## config.mk

```make
export PLATFORM = sky130hd
export DESIGN_NAME = mql_queue_table
export DESIGN_NICKNAME = d
export VERILOG_FILES = /design/src/hw/rtl/mql_pkg.sv /design/src/hw/rtl/mql_queue_table.sv
export SDC_FILE = /design/constraint.sdc
export NUM_CORES = 1
export LEC_CHECK = 0
export ABC_AREA = 1
export BUFFER_PORTS_ARGS = -buffer_cell sky130_fd_sc_hd__buf_2
export CAP_MARGIN = 20
export CORE_ASPECT_RATIO = 1.2
export CORE_UTILIZATION = 40
export CTS_CLUSTER_SIZE = 25
export DETAILED_ROUTE_END_ITERATION = 10
export PLACE_DENSITY = 0.6
export SLEW_MARGIN = 20
export SYNTH_ARGS = -nofsm -noshare
export SYNTH_HDL_FRONTEND = slang
export SYNTH_SLANG_ARGS = --single-unit
```

## constraint.sdc

```tcl
create_clock -name aclk -period 1.8 [get_ports aclk]
set_clock_uncertainty 0.15 [all_clocks]
set_input_delay 0.18 -clock aclk [delete_from_list [all_inputs] [get_ports aclk]]
set_output_delay 0.18 -clock aclk [all_outputs]
set_load 0.005 [all_outputs]
```

## src/hw/rtl/mql_pkg.sv

```systemverilog
package mql_pkg;

    localparam int DEF_NUM_QUEUES = 10;
    localparam int DEF_POOL_NODES = 256;
    localparam int DEF_KEY_BITS   = 32;

    localparam int QUEUE_INDEX_BITS = 4;
    localparam int ITEM_KEY_BITS    = 32;
    localparam int OUT_KEY_BITS     = 32;
    localparam int STATUS_BITS      = 2;

    localparam int S_TDATA_BITS = 40;
    localparam int S_TUSER_BITS = 1;
    localparam int M_TDATA_BITS = 32;
    localparam int M_TUSER_BITS = 2;

    localparam logic MODE_ENQ = 1'b0;
    localparam logic MODE_DEQ = 1'b1;

    typedef enum logic [STATUS_BITS-1:0] {
        STATUS_OK    = 2'd0,
        STATUS_EMPTY = 2'd1,
        STATUS_FULL  = 2'd2
    } status_t;

endpackage

```

## src/hw/rtl/mql_queue_table.sv

```systemverilog
module mql_queue_table #(
    parameter int DEPTH = mql_pkg::DEF_NUM_QUEUES,
    parameter int AW    = 4,
    parameter int DW    = 16
) (
    input  logic          aclk,
    input  logic          we,
    input  logic [AW-1:0] waddr,
    input  logic [DW-1:0] wdata,
    input  logic          re,
    input  logic [AW-1:0] raddr,
    output logic [DW-1:0] rdata
);

    // head and tail pointer of each queue
    logic [DW-1:0] mem [DEPTH];
    logic [DW-1:0] rdata_reg;

    always_ff @(posedge aclk) begin
        if (we) begin
            mem[waddr] <= wdata;
        end
        if (re) begin
            rdata_reg <= mem[raddr];
        end
    end

    assign rdata = rdata_reg;

endmodule

```

[Yosys cells after proc, flatten, opt, wreduce, memory -nomap -nowiden]
Memory sizes are Yosys's and may differ from the RTL's. A register that Yosys moved wholly into a read port is not among the register bits.
Index checks and enable logic that the tools add are counted.
Storage, ports and cells
  flip-flop bits (word level): 0
  RAM bits: 160
  word-level logic and storage cells: 3
  memories kept: 1
  input bits: 27
  output and inout port bits: 16
Memories
  mem: words 10, bits a word 16, rd ports 1, clocked after Yosys merged registers in 1, wr ports 1, line mql_queue_table.sv:16  | logic [DW-1:0] mem [DEPTH];
Cells by class
  multiplexer cells: 2
Operator list (number)
  $mux 1: 2

[Longest topological paths before layout]
  word-level depth: 2
  depth in mapped cells: 9
  gate-level depth less buffers: 7

[Worst setup path before layout]
No wires, ideal clock.
  path type: input-to-reg
  from: in waddr[2]
  to: mem mem[7][0] (enable)
  library setup time: 0.388 ns
  data arrival time: 1.091 ns
  required time: 1.262 ns
  stages on the path: 4
  setup slack: 0.170 ns
  cell sequence: inv_1 > nor2_1 > nand2_1 > nor2_1
RTL lines
  from (decl): line mql_queue_table.sv:8  | input logic [AW-1:0] waddr,
  to (decl): line mql_queue_table.sv:16
Straight into the memory's write port.

[Worst setup path after layout]
  from: reg rdata_reg[5], in the netlist rdata[5] (read register of mem)
  to: out rdata[5]
RTL lines
  from (decl): line mql_queue_table.sv:17  | logic [DW-1:0] rdata_reg;
  to (decl): line mql_queue_table.sv:12  | output logic [DW-1:0] rdata
No word-level cell between the ends.

==> results.py <==
metrics = {
    "routing": {
        "drt-vias-per-instance": 4.867,
        "routed_wl_mm": 15.45,
        "met3_length_um": 666,
        "top_layer": "met4",
        "ant_nets": 0,
        "wirelength_met1_mm": 6.729,
        "dr.pass1.iters": 8,
        "route.detailed.drc": 3,
        "drt_iter0_drc": 407,
        "vias": 4585,
        "avgRoutedWirePerCell_um": 16.41,
        "wl_met2_mm": 7.834,
    },
    "synth": {
        "ys_ff_latch": 176,
        "yosys_warnings": 0,
        "syn_avg_cell_area_um2": 11.27,
        "synth_area_um2": 7294,
        "yosysSeqAreaShare_pct": 72.45,
        "syn-num-nets": 674,
        "ys_types": 14,
        "synthCells": 647,
    },
    "power_and_ir_drop": {
        "p_leak_nw": 3.556,
        "ir_worst_vdd_mv": 0.6816,
        "swShare_pct": 19.99,
        "p_int_mw": 7.253,
        "power_mw": 9.065,
        "power_switching_mw": 1.812,
        "power_density_nw_per_um2": 1053,
        "combPwrFrac_pct": 5.9,
        "clockPowerShare_pct": 42.9,
        "seq_power_share_pct": 51.2,
    },
    "worst_hold_path": {
        "holdCritStartpoint": "re",
        "min_to": "rdata[12]$_DFFE_PP_",
        "min_path_cells": 1,
        "hold_class": "input port to flip-flop",
    },
    "sta": {
        "final_hold_viol_count": 0,
        "period_needed_ps": 1300,
        "hold_ws_ps": 113.7,
        "worstMarginPinSlew_ps": 713.7,
        "max_slew_margin_pct": 52.35,
        "setup_viol": 0,
        "rsz0062_at_grt": "false",
        "max_freq_ghz": 0.7694,
        "setup-tns-final_ps": 0,
        "setup_ws_ps": 500.3,
        "fin_crit_sh_pct": 72.20,
        "slew_viol_final": 0,
    },
    "clock_tree": {
        "postCtsSetupBuffers": 0,
        "cts_root_buf": "clkbuf_16",
        "cts-buffers-inserted": 17,
        "cts_num_sinks": 176,
        "cts_max_level": 4,
        "insertion_delay_ps": 420,
        "cts_buffer_depth": 2,
        "cts_tree": "yes",
        "clk_pin_slew_ps": 60,
    },
    "run_status": {
        "status": "finished, violations left",
        "violations": "DRC",
    },
    "floorplan": {
        "initial_core_util_pct": 41.20,
        "io_pins": 43,
        "coreArea_um2": 17710,
        "die_width_um": 125.3,
        "die_h_um": 149.9,
        "dieArea_um2": 18780,
        "rows": 53,
    },
    "cells_and_area": {
        "diodes": 0,
        "largest_reg_flops": 160,
        "drive_above_1_share_pct": 12.05,
        "area_delta_synth_final_pct": 18.04,
        "fin_nets": 738,
        "fill_cells": 1533,
        "finalNonFillerCells": 942,
    },
    "global_route": {
        "track_usage_pct": 17.80,
        "antenna_found_initial": 0,
        "grt_pass1_vias": 4575,
        "grt_max_degree": 81,
        "grt_overflow_total": 0,
        "grt_pass1_wl_mm": 24.63,
    },
    "worst_setup_path": {
        "cpMaxStageDelayCell": "edfxtp_1",
        "ff2ff_path_depth": 6,
        "cp_max_fo": 1,
        "rr_endpoint": "rdata[14]$_DFFE_PP_",
        "start_kind": "flip-flop",
        "critPathKind": "flip-flop to output pin",
        "crit_path_cell_trace": "buf_2",
        "critPathTopFamily": "flip-flops",
        "slowest_delay_ps": 410,
        "cp_data_required_time_ps": 1470,
        "crit_buf_inv": 1,
        "regToRegStartpoint": "mem[0][14]$_DFFE_PP_",
        "crit_path_end_kind": "output pin",
        "regToRegSetupSlack_ps": 530,
        "worstPathArrival_ps": 970,
    },
    "place": {
        "post-place-ws_ps": 199.3,
        "dp_hpwl_mm": 8.421,
        "gp_congestion": 0.7381,
        "port_buffers": 42,
        "dp.cells": 896,
    },
    "run": {
        "drv_cap": 0,
    },
}
cells by family after synthesis:
family | Yosys count | synth area share, %
AO/OA/AOI/OAI | 16 | 1.098
flip-flops | 176 | 72.45
buffers and inverters | 133 | 8.165
AND/OR/NAND/NOR | 322 | 18.28
stage by stage:
stage	util, %	area [µm²]
floorplan	-	7295
global placement	44.22	7829
detailed placement	44.22	7829
CTS	48.63	8611
global route	48.63	8611
finish	48.63	8611
placed cells by master (no fill, tap or decap), drive strengths merged:
cell type    Yosys  final
dlygate4sd3      0     16
clkbuf           3     19
bufinv           0      5
nand3           97     97
nand2          181    181
inv            103    104
nand3b           1      1
o21ai           16     16
buf             27     59
edfxtp         176    176
clkinv           0      5
nor2            43     43
how the worst max path moves through the flow:
stage               cells after the start                from                  end
floorplan                               4            waddr[2]  mem[7][0]$_DFFE_PP_
global route                            1  rdata[5]$_DFFE_PP_             rdata[5]
CTS                                     1  rdata[5]$_DFFE_PP_             rdata[5]
global placement                        7            raddr[0]  rdata[14]$_DFFE_PP_
detailed placement                      7            raddr[0]  rdata[11]$_DFFE_PP_
finish                                  1  rdata[5]$_DFFE_PP_             rdata[5]
layer usage:
metal,track usage (%),vias to the layer above
li1,-,2244
met2,30.11,100
met1,22.43,2228
met4,6.829,0
met3,3.897,13
met5,0,-
cell type report:
cell class / instances / area, µm² / share of cell area, %
sequential: 176 / 5285 / 61.38
multi-input combinational: 338 / 1414 / 16.42
timing repair buffer: 75 / 623.1 / 7.236
clock buffer: 19 / 432.9 / 5.028
inverter: 103 / 391.6 / 4.548
tap: 220 / 275.3 / 3.197
clock inverter: 11 / 188.9 / 2.194
power groups by stage:
stage	Combinational [mW]	Sequential, mW	Clock, mW
2_1_floorplan	0.294	4.74	0
4_1_cts	0.538	4.65	3.95
3_3_place_gp	0.491	4.73	0
5_1_grt	0.597	4.65	4.15
3_5_place_dp	0.510	4.73	0
6_report	0.531	4.64	3.89
cell usage after synthesis:
library cell,instances,share of area (%)
nand3b_1,1,0.10
nand2_1,181,9.3
buf_4,4,0.41
inv_2,1,0.051
nor2_1,43,2.2
clkbuf_1,3,0.15
buf_2,13,0.89
buf_6,8,1.2
buf_1,2,0.10
nand3_1,97,6.7
inv_6,1,0.12
o21ai_0,16,1.1
edfxtp_1,176,72
inv_1,101,5.2
what timing repair did:
item	in CTS	in global routing
endpoints found under the hold margin	160	0
hold buffers	16	0
resized for setup	0	0
(Power assumes the default switching activity.)
